==> src/design/srmpc_pkg.sv <==
// Shared types and helpers for the sector range map path chooser.
// Holds the request codes, the register indexes, the item structs and the sector math.
// No dependencies.
package srmpc_pkg;

  localparam int unsigned SectorNum = 8;
  localparam int unsigned SectorW   = 3;
  localparam int unsigned DegW      = 9;
  localparam int unsigned RangeW    = 10;
  localparam int unsigned StepDeg   = 45;
  localparam int unsigned FullTurn  = 360;
  localparam int unsigned CfgIdxW   = 2;

  // Request codes; code 3 is unused and reports like a store that changes nothing
  typedef enum logic [1:0] {
    REQ_STORE  = 2'd0,
    REQ_CHOOSE = 2'd1,
    REQ_CHECK  = 2'd2
  } req_e;

  typedef enum logic [CfgIdxW-1:0] {
    CFG_BLOCK_AHEAD = 2'd0,
    CFG_BLOCK_DIAG  = 2'd1,
    CFG_CLEAR_AHEAD = 2'd2,
    CFG_CLEAR_DIAG  = 2'd3
  } cfg_e;

  typedef struct packed {
    logic [1:0]        req_type;
    logic [DegW-1:0]   orientation;
    logic [DegW-1:0]   sensor_heading;
    logic [RangeW-1:0] range_inches;
    logic              force_new;
  } in_item_t;

  typedef struct packed {
    logic [DegW-1:0] direction;
    logic            path_found;
    logic            blocked_ahead;
    logic            blocked_diag;
    logic [DegW-1:0] rounded_heading;
    logic            at_target;
    logic            turn_right;
  } out_item_t;

  // Degrees 0..359 to the nearest sector, ties up, 360 wraps to sector 0
  function automatic logic [SectorW-1:0] deg_to_sector(input logic [DegW-1:0] deg);
    logic [DegW-1:0]  biased;
    logic [SectorW:0] cnt;
    biased = deg + DegW'((StepDeg - 1) / 2);
    cnt    = '0;
    for (int k = 1; k <= SectorNum; k++) begin
      if (biased >= DegW'(k * StepDeg)) begin
        cnt = cnt + 1'b1;
      end
    end
    return cnt[SectorW-1:0];
  endfunction

  function automatic logic [DegW-1:0] sector_to_deg(input logic [SectorW-1:0] s);
    return DegW'(s) * DegW'(StepDeg);
  endfunction

endpackage

==> src/design/sector_range_map_path_chooser.sv <==
// Top level of the sector range map path chooser: map, sequencer and result register.
// Depends on srmpc_pkg.
//
// The block keeps eight sector ranges and a travel sector. One item is taken at a
// time: a store item writes the map, a check or choose item reads it, and the result
// is then loaded into the output register; the next item is accepted in the cycle
// after the result is loaded at the earliest. A finished result may wait at the
// output while the next item is taken; the result after it holds the sequencer until
// the first one leaves. The length of each item is set by the single read port of the
// sector map: choose walks all eight sectors plus two wrap reads through the shared
// compare unit, check reads three sectors.
// The map comes out of reset cleared, no clearing pass is needed.
module sector_range_map_path_chooser
  import srmpc_pkg::*;
(
  input  logic                 clk_i,
  input  logic                 rst_ni,
  input  logic                 in_valid_i,
  output logic                 in_ready_o,
  input  in_item_t             in_data_i,
  output logic                 out_valid_o,
  input  logic                 out_ready_i,
  output out_item_t            out_data_o,
  input  logic                 cfg_we_i,
  input  logic [CfgIdxW-1:0]   cfg_idx_i,
  input  logic [RangeW-1:0]    cfg_data_i
);

  typedef enum logic [2:0] {
    ST_IDLE,
    ST_STORE,
    ST_SCAN,
    ST_CHECK,
    ST_FIN
  } state_e;

  localparam logic [3:0] ScanLast  = 4'd9;
  localparam logic [3:0] CheckLast = 4'd2;

  state_e                         state_q;
  logic [3:0]                     cnt_q;
  logic [SectorW-1:0]             base_q;
  logic [SectorW-1:0]             travel_q;
  logic [SectorNum-1:0][RangeW-1:0] ranges_q;
  logic                           found_q;
  logic [SectorW-1:0]             best_q;
  logic [SectorW-1:0]             best_diff_q;
  logic                           qa1_q, qd1_q, qd2_q;
  logic                           ba_q, bd_q;
  logic [1:0]                     req_q;
  logic [DegW-1:0]                omod_q;
  logic [DegW-1:0]                sens_q;
  logic [RangeW-1:0]              range_q;
  logic                           force_q;
  logic                           out_valid_q;
  out_item_t                      out_data_q;

  logic [RangeW-1:0] block_ahead_q, block_diag_q, clear_ahead_q, clear_diag_q;

  // Configuration registers
  always_ff @(posedge clk_i or negedge rst_ni) begin
    if (!rst_ni) begin
      block_ahead_q <= RangeW'(12);
      block_diag_q  <= RangeW'(10);
      clear_ahead_q <= RangeW'(15);
      clear_diag_q  <= RangeW'(12);
    end else if (cfg_we_i) begin
      case (cfg_idx_i)
        CFG_BLOCK_AHEAD: block_ahead_q <= cfg_data_i;
        CFG_BLOCK_DIAG:  block_diag_q  <= cfg_data_i;
        CFG_CLEAR_AHEAD: clear_ahead_q <= cfg_data_i;
        CFG_CLEAR_DIAG:  clear_diag_q  <= cfg_data_i;
        default: ;
      endcase
    end
  end

  // Shared read port and compare unit
  logic [SectorW-1:0] rd_addr;
  logic [RangeW-1:0]  rd_range;
  logic [RangeW:0]    thr_a, thr_b;
  logic               lt_a, lt_b;
  logic [SectorW-1:0] center, diff;
  logic               qual, take;
  logic [DegW-1:0]    omod_in;
  logic [RangeW-1:0]  head_sum;
  logic [DegW-1:0]    head_deg;
  logic [SectorW-1:0] store_sector;
  logic [SectorW-1:0] travel_next, rs;
  logic               fin_load;
  out_item_t          out_next;

  always_comb begin
    rd_addr  = base_q + cnt_q[SectorW-1:0];
    rd_range = ranges_q[rd_addr];
    if (req_q == REQ_CHECK) begin
      // blocked means range <= limit, i.e. range < limit + 1
      thr_a = {1'b0, block_ahead_q} + (RangeW + 1)'(1);
      thr_b = {1'b0, block_diag_q} + (RangeW + 1)'(1);
    end else begin
      thr_a = {1'b0, clear_ahead_q};
      thr_b = {1'b0, clear_diag_q};
    end
    lt_a = {1'b0, rd_range} < thr_a;
    lt_b = {1'b0, rd_range} < thr_b;

    // Candidate sits one read behind the current read
    center = cnt_q[SectorW-1:0] - SectorW'(2);
    diff   = (center > travel_q) ? center - travel_q : travel_q - center;
    qual   = qa1_q && qd2_q && !lt_b && !(force_q && center == travel_q);
    take   = qual && (cnt_q >= 4'd2) && (!found_q || diff < best_diff_q);

    omod_in = (in_data_i.orientation >= DegW'(FullTurn))
            ? in_data_i.orientation - DegW'(FullTurn) : in_data_i.orientation;

    head_sum = {1'b0, omod_q} + {1'b0, sens_q};
    if (head_sum >= RangeW'(2 * FullTurn)) begin
      head_deg = DegW'(head_sum - RangeW'(2 * FullTurn));
    end else if (head_sum >= RangeW'(FullTurn)) begin
      head_deg = DegW'(head_sum - RangeW'(FullTurn));
    end else begin
      head_deg = head_sum[DegW-1:0];
    end
    store_sector = deg_to_sector(head_deg);

    if (req_q == REQ_CHOOSE) begin
      travel_next = found_q ? best_q : travel_q + SectorW'(SectorNum / 2);
    end else begin
      travel_next = travel_q;
    end
    rs = deg_to_sector(omod_q);

    out_next.direction       = sector_to_deg(travel_next);
    out_next.path_found      = (req_q == REQ_CHOOSE) && found_q;
    out_next.blocked_ahead   = ba_q;
    out_next.blocked_diag    = bd_q;
    out_next.rounded_heading = sector_to_deg(rs);
    out_next.at_target       = (rs == travel_next);
    // More than half a turn the short way is the other side
    if (rs < travel_next) begin
      out_next.turn_right = !((travel_next - rs) > SectorW'(SectorNum / 2));
    end else begin
      out_next.turn_right = (rs - travel_next) > SectorW'(SectorNum / 2);
    end

    fin_load = (state_q == ST_FIN) && (!out_valid_q || out_ready_i);
  end

  always_ff @(posedge clk_i or negedge rst_ni) begin
    if (!rst_ni) begin
      state_q     <= ST_IDLE;
      cnt_q       <= '0;
      base_q      <= '0;
      travel_q    <= '0;
      ranges_q    <= '0;
      found_q     <= 1'b0;
      best_q      <= '0;
      best_diff_q <= '0;
      qa1_q       <= 1'b0;
      qd1_q       <= 1'b0;
      qd2_q       <= 1'b0;
      ba_q        <= 1'b0;
      bd_q        <= 1'b0;
      req_q       <= REQ_STORE;
      omod_q      <= '0;
      sens_q      <= '0;
      range_q     <= '0;
      force_q     <= 1'b0;
      out_valid_q <= 1'b0;
      out_data_q  <= '0;
    end else begin
      if (fin_load) begin
        out_valid_q <= 1'b1;
      end else if (out_valid_q && out_ready_i) begin
        out_valid_q <= 1'b0;
      end
      case (state_q)
        ST_IDLE: begin
          if (in_valid_i) begin
            req_q   <= in_data_i.req_type;
            omod_q  <= omod_in;
            sens_q  <= in_data_i.sensor_heading;
            range_q <= in_data_i.range_inches;
            force_q <= in_data_i.force_new;
            cnt_q   <= '0;
            found_q <= 1'b0;
            ba_q    <= 1'b0;
            bd_q    <= 1'b0;
            case (in_data_i.req_type)
              REQ_STORE: begin
                state_q <= ST_STORE;
              end
              REQ_CHOOSE: begin
                // start one sector early so sector 0 sees its left neighbor
                base_q  <= SectorW'(SectorNum - 1);
                state_q <= ST_SCAN;
              end
              REQ_CHECK: begin
                base_q  <= travel_q - SectorW'(1);
                state_q <= ST_CHECK;
              end
              default: begin
                state_q <= ST_FIN;
              end
            endcase
          end
        end
        ST_STORE: begin
          ranges_q[store_sector] <= range_q;
          state_q                <= ST_FIN;
        end
        ST_SCAN: begin
          qa1_q <= !lt_a;
          qd1_q <= !lt_b;
          qd2_q <= qd1_q;
          if (take) begin
            found_q     <= 1'b1;
            best_q      <= center;
            best_diff_q <= diff;
          end
          if (cnt_q == ScanLast) begin
            state_q <= ST_FIN;
          end else begin
            cnt_q <= cnt_q + 4'd1;
          end
        end
        ST_CHECK: begin
          // left, ahead, right in that order
          if (cnt_q == 4'd1) begin
            ba_q <= lt_a;
          end else if (lt_b) begin
            bd_q <= 1'b1;
          end
          if (cnt_q == CheckLast) begin
            state_q <= ST_FIN;
          end else begin
            cnt_q <= cnt_q + 4'd1;
          end
        end
        ST_FIN: begin
          // hold until the output register is free
          if (fin_load) begin
            out_data_q <= out_next;
            travel_q   <= travel_next;
            state_q    <= ST_IDLE;
          end
        end
        default: begin
          state_q <= ST_IDLE;
        end
      endcase
    end
  end

  assign in_ready_o  = (state_q == ST_IDLE);
  assign out_valid_o = out_valid_q;
  assign out_data_o  = out_data_q;

  a_travel_only_on_choose: assert property (@(posedge clk_i) disable iff (!rst_ni)
    !$stable(travel_q) |-> $past(fin_load) && $past(req_q) == REQ_CHOOSE)
    else $error("travel sector changed outside a choose transaction");

  a_map_only_on_store: assert property (@(posedge clk_i) disable iff (!rst_ni)
    !$stable(ranges_q) |-> $past(state_q) == ST_STORE)
    else $error("sector map written outside a store transaction");

  a_found_only_in_scan: assert property (@(posedge clk_i) disable iff (!rst_ni)
    $rose(found_q) |-> $past(state_q) == ST_SCAN)
    else $error("path found flag set outside the scan");

  a_flags_only_on_check: assert property (@(posedge clk_i) disable iff (!rst_ni)
    fin_load && req_q != REQ_CHECK |=>
      !out_data_q.blocked_ahead && !out_data_q.blocked_diag)
    else $error("blocked flag reported on a non-check transaction");

endmodule
==> config.mk <==
export PLATFORM = sky130hd
export DESIGN_NAME = sector_range_map_path_chooser
export DESIGN_NICKNAME = d
export VERILOG_FILES = /design/src/design/srmpc_pkg.sv /design/src/design/sector_range_map_path_chooser.sv
export SDC_FILE = /design/constraint.sdc
export NUM_CORES = 1
export LEC_CHECK = 0
export BUFFER_PORTS_ARGS = -buffer_cell sky130_fd_sc_hd__buf_2
export CORE_MARGIN = 2
export CORE_UTILIZATION = 40
export CTS_BUF_LIST = sky130_fd_sc_hd__clkbuf_4 sky130_fd_sc_hd__clkbuf_8
export DETAILED_ROUTE_END_ITERATION = 10
export PLACE_DENSITY_LB_ADDON = 0.08
export SYNTH_ARGS = -nofsm -noshare
export SYNTH_HDL_FRONTEND = slang
export SYNTH_SLANG_ARGS = --single-unit
==> constraint.sdc <==
create_clock -name clk_i -period 16.89 [get_ports clk_i]
set_input_delay 2.5335 -clock clk_i [delete_from_list [all_inputs] [get_ports clk_i]]
set_output_delay 2.5335 -clock clk_i [all_outputs]
set_load 0.02 [all_outputs]
==> flow_summary.toml, run 1 <==
[run_status]
status = "completed"

[layout]
area_delta_synth_final_pct = 9.292
num-nets-final = 1429
layout-drive-gt1-share = 0.2686
regArea_mm2 = 0.004967
multiInputGateArea_mm2 = 0.007774
antenna_cells = 0
fill_cells = 3174

[detailed_routing]
drc = 0
first_pass_iters = 5
post_drt_wl_per_cell_um = 17.28
ant_nets = 0
vias = 9373
drt_iter0_markers = 588
finalWirelength_um = 29960
viasPerCell = 5.405

[clocking]
hold_buffers = 0
clk_pin_slew_ns = 0.10
root_buffer = "clkbuf_8"
clk_path_buf_depth = 2
tritoncts = "built"
clock_latency_ns = 0.50
post-cts-setup-buffers = 0
cts_resized = 0
numCtsBuffers = 17
clock_sinks = 198
h-tree-depth = 4

[synth]
synthFlopType = "dfrtp_1"
avgSynthCellArea_um2 = 10.73
synth-seq-area-share = 0.3795
synth_seq_cells = 198
synthArstFlopShare = 1.000
synth.distinct_cells = 84
syn_area_mm2 = 0.01309
syn_nets = 1370
synth_edf_count = 0
ys_warn_count = 0
synthCells = 1220

[min_path]
hold_depth = 1
hold_class = "reg -> reg"

[critical_path]
slowest_delay_ns = 0.66
critPathLaunchType = "flip-flop"
cp-end-kind = "flip-flop"
r2r_cells = 36
critPathKind = "reg -> reg"
crit_top_cell = "ha_1"
crit_required_ns = 17.27
critPathArrivalTime_ns = 10.52
critPathMaxFanout = 10
critPathSlowestCell = "a211oi_4"

[grt]
antenna_found_initial = 0
grt_max_degree = 80
grt_pass1_vias = 9274
grt_use_total = 0.1841
grt_pass1_wl_um = 49490
gr-total-overflow = 0

[floorplan]
dieHeight_um = 184.9
rows = 66
die_w_um = 184.9
die-area_mm2 = 0.03418
fp.coreArea_mm2 = 0.03237
initial_core_util = 0.4043
io_pins = 73

[timing]
setup_viol = 0
min_period_ns = 10.13
tightestPinTransition_ns = 1.081
rsz0062_at_grt = "false"
hold_viol_final = 0
relSlewSlack = 0.2761
fin_crit_sh = 0.6000
max_freq_ghz = 0.09867
slew_viol_final = 0
setup_tns_ns = 0
finClkSkew_ns = 0.02601

[place]
hpwl_um = 21510
portBuffers = 72
place_congestion = 0.8643

[flow_run]
maxCapViolations = 0
-- final timing paths --
path                                             from                         end  slack (ns)
max in group asynchronous                      rst_ni     out_valid_o$_DFFE_PN0P_       12.67
hold / removal             out_data_o[13]$_DFFE_PN0P_  out_data_o[13]$_DFFE_PN0P_        0.49
setup / recovery                omod_q[0]$_DFFE_PN0P_    ranges_q[42]$_DFFE_PN0P_        6.76
hold reg to reg            out_data_o[13]$_DFFE_PN0P_  out_data_o[13]$_DFFE_PN0P_        0.49
min in group asynchronous                      rst_ni    ranges_q[57]$_DFFE_PN0P_        1.98
setup reg to reg                omod_q[0]$_DFFE_PN0P_    ranges_q[42]$_DFFE_PN0P_        6.76
-- state kept, by name (all words and copies together) (netlist names) --
signal	count
base_q	3
out_data_o	21
omod_q	9
ba_q	1
ranges_q	80
qd2_q	1
range_q	10
cnt_q	4
bd_q	1
qd1_q	1
qa1_q	1
travel_q	3
found_q	1
out_valid_o	1
block_diag_q	10
clear_ahead_q	10
req_q	2
best_q	3
best_diff_q	3
clear_diag_q	10
sens_q	9
block_ahead_q	10
force_q	1
state_q	3
-- metal layers --
layer | vias up | global-route usage | routed length [µm]
li1 | 4594 | - | -
met3 | 24 | 0.03126 | 958
met1 | 4607 | 0.2717 | 15430
met4 | 0 | 0.04381 | 321
met2 | 148 | 0.2813 | 13250
met5 | - | 0 | 0
-- critical path, delay by kind of cell, from the launching register on --
| family | cells | cell delay, ns |
|---|---|---|
| buffers and inverters | 3 | 0.38 |
| DFF | 1 | 0.46 |
| and+or+nand+nor | 11 | 2.57 |
| AOI/OAI and AO/OA | 11 | 3.15 |
| xor gates and xnor gates | 2 | 0.86 |
| muxes | 1 | 0.41 |
| adders and majority gates | 8 | 2.19 |
-- synth_stat cells, types with 10 or more instances --
| master | n | area [µm²] |
|---|---|---|
| mux2_2 | 171 | 1926 |
| nor2b_1 | 11 | 68.82 |
| a21oi_1 | 72 | 360.4 |
| nand3_1 | 36 | 180.2 |
| dfrtp_1 | 188 | 4705 |
| xnor2_1 | 35 | 306.5 |
| nand2b_1 | 10 | 62.56 |
| and2_1 | 10 | 62.56 |
| a31oi_1 | 14 | 87.58 |
| and3_1 | 15 | 93.84 |
| clkbuf_1 | 23 | 86.33 |
| xor2_1 | 27 | 236.5 |
| o21ai_0 | 58 | 290.3 |
| dfstp_2 | 10 | 262.8 |
| a21o_1 | 19 | 142.6 |
| ha_1 | 96 | 1201 |
| mux4_2 | 20 | 450.4 |
| inv_1 | 49 | 183.9 |
| nand2_1 | 73 | 274.0 |
| nor3_1 | 18 | 90.09 |
| o211ai_1 | 15 | 112.6 |
| mux2i_1 | 15 | 150.1 |
| nor2_1 | 76 | 285.3 |
-- cells by family (layout without fill, tap and decap cells) --
group	Yosys count	count (layout)	synth area share
flops	198	198	0.3795
xor+xnor	66	66	0.04732
fa+ha+maj	102	102	0.1009
compound gates	265	265	0.1372
simple gates	293	293	0.1139
mux	207	207	0.1939
buf+inv	89	161	0.02724
-- cell usage in the layout, fill, tap and decap left out, types with 7 or more instances in the layout --
cell / instances
ha_1: 96
clkbuf_8: 19
nor2_1: 76
mux2_2: 171
dfstp_2: 10
nor3_1: 18
dfrtp_1: 188
nand4_1: 8
nand3_1: 36
and2_1: 9
nor2b_1: 11
inv_1: 49
buf_4: 8
a211oi_1: 8
a21oi_1: 72
o21ai_0: 58
buf_2: 71
nand2_1: 73
o21a_1: 8
nand3b_1: 7
xor2_1: 27
a31oi_1: 14
a21o_1: 19
nand2b_1: 10
xnor2_1: 34
o211ai_1: 15
and3_1: 15
mux4_2: 20
mux2i_1: 15
-- final cells by class --
class	count	area share
Multi-Input combinational cell	933	0.5434
Sequential cell	198	0.3472
Tap cell	442	0.03866
Timing Repair Buffer	80	0.03000
Clock buffer	19	0.01784
Inverter	49	0.01286
Clock inverter	13	0.009971
-- per-stage QoR --
stage / setup WS, ns / utilization / instances / hold WS (ns) / cell area, µm²
after floorplan: 8.002 / - / 1220 / 0.4532 / 13090
after global routing: 5.724 / 0.4419 / 1734 / 0.5211 / 14310
after global placement: 6.886 / 0.4296 / 1702 / 0.4638 / 13910
final: 6.755 / 0.4419 / 1734 / 0.4924 / 14310
after detailed placement: 6.795 / 0.4296 / 1702 / 0.4607 / 13910
after CTS: 6.723 / 0.4419 / 1734 / 0.4958 / 14310
Power of run 1 is left out: the tool's default activity adds up to more than one toggle a clock period on the data nets, which glitch-free logic cannot reach.
==> run 2, diff against run 1 <==
--- a/config.mk
+++ b/config.mk
@@ -5,6 +5,7 @@
 export SDC_FILE = /design/constraint.sdc
 export NUM_CORES = 1
 export LEC_CHECK = 0
+export ABC_AREA = 1
 export BUFFER_PORTS_ARGS = -buffer_cell sky130_fd_sc_hd__buf_2
 export CORE_MARGIN = 2
 export CORE_UTILIZATION = 40
==> constraint.sdc (replaced) <==
create_clock -name clk_i -period 10.6 [get_ports clk_i]
set_input_delay 1.59 -clock clk_i [delete_from_list [all_inputs] [get_ports clk_i]]
set_output_delay 1.59 -clock clk_i [all_outputs]
set_load 0.02 [all_outputs]
==> flow_summary.toml, run 2 <==
[layout]
final_cell_mix = "nand2_1 (537), dfrtp_1 (188), inv_1 (156)"
regArea_mm2 = 0.004967
fill_cells = 3520
multiInputGateArea_mm2 = 0.007606
area_delta_synth_final_pct = 7.236
largest_reg_flops = 80
final_common_cell = "nand2_1"
largest_register = "ranges_q"
num-nets-final = 1937
layout-drive-gt1-share = 0.1272

[synth]
synth_area_leader_cell = "dfrtp_1"
synthArstFlopShare = 1.000
synth_seq_cells = 198
synth_top_cells_by_count = "nand2_1 (537), dfrtp_1 (188), inv_1 (156)"
synth.most_common_cell = "nand2_1"
synthCells = 1762
syn_area_mm2 = 0.01363
avgSynthCellArea_um2 = 7.733
ys_top_cells_by_area = "dfrtp_1 (35%), nand2_1 (15%), ha_1 (8.8%)"
synth-seq-area-share = 0.3646
ys_warn_count = 0
synth_edf_count = 0
syn_nets = 1912
synthFlopType = "dfrtp_1"
synth_top_area_frac = 0.3453
synth.distinct_cells = 61

[grt]
grt_pass1_wl_um = 58030
grt_use_total = 0.2014
antenna_found_initial = 2
gr-total-overflow = 0
grt_pass1_vias = 11120
grt_max_degree = 74

[detailed_routing]
drc = 0
drt_iter0_markers = 704
viasPerCell = 5.144
vias = 11570
first_pass_iters = 5
finalWirelength_um = 35070
ant_nets = 0
post_drt_wl_per_cell_um = 15.59

[timing]
fin_crit_sh = 0.7715
hold_viol_final = 0
finClkSkew_ns = 0.01387
relSlewSlack = 0.3437
rsz0062_at_grt = "false"
slew_viol_final = 0
tightestPinTransition_ns = 0.9791
setup_viol = 0
max_freq_ghz = 0.1223
min_period_ns = 8.178
setup_tns_ns = 0

[clocking]
numCtsBuffers = 17
hold_buffers = 0
cts_resized = 0
clock_latency_ns = 0.49
root_buffer = "clkbuf_8"
post-cts-setup-buffers = 0
tritoncts = "built"
clk_path_buf_depth = 2
clk_pin_slew_ns = 0.10
h-tree-depth = 4
clock_sinks = 198

[min_path]
hold_class = "reg -> reg"
hold_depth = 2

[critical_path]
r2r-end = "ranges_q[0]$_DFFE_PN0P_"
r2r_slack_ns = 2.42
critPathLaunchType = "flip-flop"
critPathMaxFanout = 22
r2r-start = "omod_q[0]$_DFFE_PN0P_"
critPathKind = "reg -> reg"
critPathSlowestCell = "nor2_4"
endpoint = "ranges_q[0]$_DFFE_PN0P_"
slowest_delay_ns = 0.50
cp-end-kind = "flip-flop"
critPathArrivalTime_ns = 8.56
r2r_cells = 48
crit_required_ns = 10.98
worstSetupStartpoint = "omod_q[0]$_DFFE_PN0P_"
crit_top_cell = "nand2_1"

[floorplan]
dieHeight_um = 188.6
initial_core_util = 0.4063
io_pins = 73
die_w_um = 188.6
die-area_mm2 = 0.03556
rows = 67
fp.coreArea_mm2 = 0.03353

[place]
place_congestion = 0.8819
portBuffers = 72
hpwl_um = 25150

[flow_run]
maxCapViolations = 0

[run_status]
status = "completed"
## run 2: cell count changes in the layout (fill, tap and decap cells not counted), sizes merged, moves of 14 or more
cell,previous run,this run
a21o,19,5
nand2,73,573
and3,15,1
nand4,10,99
o21ai,63,133
mux2,172,2
inv,53,167
nor2,76,105
o211ai,18,4
mux4,20,0
nor3,23,9
nand3,37,119
xnor2,36,11
a21oi,73,47
## run 2: kinds of logic (layout without fill, tap and decap cells)
| group | Yosys count | count (layout) | synth area share |
|---|---|---|---|
| compound gates | 244 | 244 | 0.1037 |
| xor+xnor | 47 | 47 | 0.03214 |
| flops | 198 | 198 | 0.3646 |
| fa+ha+maj | 102 | 102 | 0.09697 |
| other cells | 0 | 2 | 0 |
| mux | 6 | 6 | 0.004591 |
| simple gates | 923 | 923 | 0.3197 |
| buf+inv | 242 | 280 | 0.07833 |
## run 2: per-layer routing
layer  part of all wire  wire length (µm)  track usage
met1               0.49             17080       0.2831
met2               0.47             16450       0.3303
met3              0.037              1314      0.03371
met4             0.0060               210      0.03486
met5            0.00037                13            0
## run 2: worst max-delay path: cells and delay by family, from the launching register on
| family | cells | cell delay [ns] |
|---|---|---|
| xor+xnor | 2 | 0.62 |
| flops | 1 | 0.47 |
| buf+inv | 3 | 0.36 |
| simple gates | 33 | 3.84 |
| compound gates | 1 | 0.19 |
| fa+ha+maj | 9 | 2.59 |
## run 2: layout make-up
cell class,count,share of cell area
tap,448,0.03836
timing repair buffer,82,0.03040
clock inverter,10,0.008392
clock buffer,22,0.01901
sequential,198,0.3400
inverter,166,0.04299
multi-input combinational,1322,0.5206
antenna,2,0.0003425
## run 2: worst min path at each step
stage                             startpoint                    endpoint
finish              ranges_q[66]$_DFFE_PN0P_    ranges_q[66]$_DFFE_PN0P_
detailed placement  ranges_q[66]$_DFFE_PN0P_    ranges_q[66]$_DFFE_PN0P_
global route        ranges_q[62]$_DFFE_PN0P_    ranges_q[62]$_DFFE_PN0P_
global placement    ranges_q[66]$_DFFE_PN0P_    ranges_q[66]$_DFFE_PN0P_
CTS                 ranges_q[66]$_DFFE_PN0P_    ranges_q[66]$_DFFE_PN0P_
floorplan                   ba_q$_DFFE_PN0P_  out_data_o[12]$_DFFE_PN0P_
## run 2: per-stage QoR
stage               instances  cell area [µm²]  setup WS, ns    util  hold slack (ns)
floorplan                1762            13630         3.551       -           0.4363
global placement         2216            14210         2.631  0.4237           0.4489
detailed placement       2216            14210         2.423  0.4237           0.4535
finish                   2250            14610         2.422  0.4357           0.4731
global route             2248            14610         1.541  0.4356           0.4946
CTS                      2248            14610         2.395  0.4356           0.4766
Power of run 2 is left out for the same reason.
==> run 3, diff against run 2 <==
--- a/config.mk
+++ b/config.mk
@@ -5,7 +5,7 @@
 export SDC_FILE = /design/constraint.sdc
 export NUM_CORES = 1
 export LEC_CHECK = 0
-export ABC_AREA = 1
+export ABC_AREA = 0
 export BUFFER_PORTS_ARGS = -buffer_cell sky130_fd_sc_hd__buf_2
 export CORE_MARGIN = 2
 export CORE_UTILIZATION = 40
==> constraint.sdc (replaced) <==
create_clock -name clk_i -period 6.63 [get_ports clk_i]
set_input_delay 0.9945 -clock clk_i [delete_from_list [all_inputs] [get_ports clk_i]]
set_output_delay 0.9945 -clock clk_i [all_outputs]
set_load 0.02 [all_outputs]
==> flow_summary.toml, run 3 (synthesized netlist as in run 1, its figures left out) <==
[timing]
max_freq_ghz = 0.1203
rsz0062_at_grt = "true"
holdWs_ns = 0.4852
hold_viol_final = 0
finClkSkew_ns = 0.02836
min_period_ns = 8.310
setup_viol = 80
fin_ws_ns = -1.680
relSlewSlack = 0.3634
tightestPinTransition_ns = 0.9549
slew_viol_final = 0
fin_crit_sh = 1.253

[layout]
largest_reg_flops = 80
fill_cells = 2982
num-nets-final = 1639
layout-drive-gt1-share = 0.4168
final_cell_mix = "buf_4 (195), dfrtp_1 (187), mux2_2 (108)"
antenna_cells = 0
final_common_cell = "buf_4"
stdcell_count = 1944
area_delta_synth_final_pct = 28.90
largest_register = "ranges_q"
final_util = 0.5212

[detailed_routing]
post_drt_wl_per_cell_um = 17.13
drc = 0
viasPerCell = 5.236
finalWirelength_um = 33290
vias = 10180
drt_iter0_markers = 386
ant_nets = 0
first_pass_iters = 4

[grt]
grt_use_total = 0.2019
met3_usage = 0.02831
met2_usage = 0.3201
grt_pass1_wl_um = 54700
top_usage_layer = "met2"
antenna_found_initial = 0
met1_usage = 0.2918
grt_pass1_vias = 10380
grt_max_degree = 111
gr-total-overflow = 0

[floorplan]
rows = 66
die-area_mm2 = 0.03418
io_pins = 73
fp.coreArea_mm2 = 0.03237
dieHeight_um = 184.9
initial_core_util = 0.4043
die_w_um = 184.9

[critical_path]
critPathBufInv = 4
r2r-start = "omod_q[0]$_DFFE_PN0P_"
critPathLaunchType = "flip-flop"
cp-end-kind = "flip-flop"
r2r_slack_ns = -1.68
critPathArrivalTime_ns = 8.71
r2r-end = "ranges_q[11]$_DFFE_PN0P_"
slowest_delay_ns = 0.42
cp_top_family = "compound AO/OA/AOI/OAI gates"
critPathKind = "reg -> reg"
r2r_cells = 40
crit_required_ns = 7.03
critPathMaxFanout = 10
critPathSlowestCell = "or4_1"

[clocking]
clk_path_buf_depth = 2
root_buffer = "clkbuf_8"
h-tree-depth = 4
clk_pin_slew_ns = 0.11
numCtsBuffers = 17
clock_sinks = 198
tritoncts = "built"
clock_latency_ns = 0.51

[min_path]
hold_depth = 2
min_to = "out_data_o[19]$_DFFE_PN0P_"
worstHoldStart = "out_data_o[19]$_DFFE_PN0P_"
hold_class = "reg -> reg"

[place]
place_congestion = 0.8649
hpwl_um = 24130
dp.cells = 1885
portBuffers = 72

[flow_run]
maxCapViolations = 0

[run_status]
violations = "setup timing"
status = "finished with violations"
-- run 3: how the worst max path moves through the flow --
stage,from,endpoint,cells after the start
floorplan,omod_q[0]$_DFFE_PN0P_,ranges_q[50]$_DFFE_PN0P_,39
global placement,omod_q[0]$_DFFE_PN0P_,ranges_q[12]$_DFFE_PN0P_,40
detailed placement,omod_q[0]$_DFFE_PN0P_,ranges_q[8]$_DFFE_PN0P_,40
CTS,omod_q[0]$_DFFE_PN0P_,ranges_q[0]$_DFFE_PN0P_,39
global route,omod_q[0]$_DFFE_PN0P_,ranges_q[16]$_DFFE_PN0P_,40
finish,omod_q[0]$_DFFE_PN0P_,ranges_q[11]$_DFFE_PN0P_,40
-- run 3: per-layer routing --
metal / part of all wire / wire length [µm]
met5: 0 / 0
met4: 0.013 / 445
met3: 0.019 / 621
met2: 0.46 / 15240
met1: 0.51 / 16990
-- run 3: area by class of cell --
| cell class | instances | area, µm² | share of cell area |
|---|---|---|---|
| Multi-Input combinational cell | 933 | 8584 | 0.5088 |
| Timing Repair Buffer | 290 | 2141 | 0.1269 |
| Tap cell | 442 | 553.0 | 0.03278 |
| Clock buffer | 17 | 234.0 | 0.01387 |
| Clock inverter | 15 | 201.4 | 0.01194 |
| Inverter | 49 | 188.9 | 0.01120 |
| Sequential cell | 198 | 4969 | 0.2945 |
-- run 3: repair_timing --
action / CTS / global route
gates resized for setup: 91 / 75
hold buffers: 0 / 0
endpoints found under the setup margin: 85 / 85
gates cloned: 2 / 0
setup buffers: 16 / 16
pin swaps: 23 / 27
-- run 3: worst reg2reg max path: cells and delay by family, from the launching register on --
kind / cells / cell delay [ns]
AOI/OAI and AO/OA: 11 / 2.33
xor gates and xnor gates: 3 / 0.51
adders and majority gates: 9 / 2.20
buffers and inverters: 4 / 0.55
DFF: 1 / 0.40
muxes: 1 / 0.31
and+or+nand+nor: 12 / 1.93
-- run 3: through the flow --
step           area, µm²  TNS [ns]  setup WS, ns
2_1_floorplan      13200   -144.85        -1.877
3_3_place_gp       15430   -151.03        -1.910
3_5_place_dp       15430   -154.27        -1.963
4_1_cts            16420   -127.06        -1.673
5_1_grt            16870   -162.64        -2.083
6_report           16870   -129.87        -1.680
Power of run 3 is left out for the same reason.
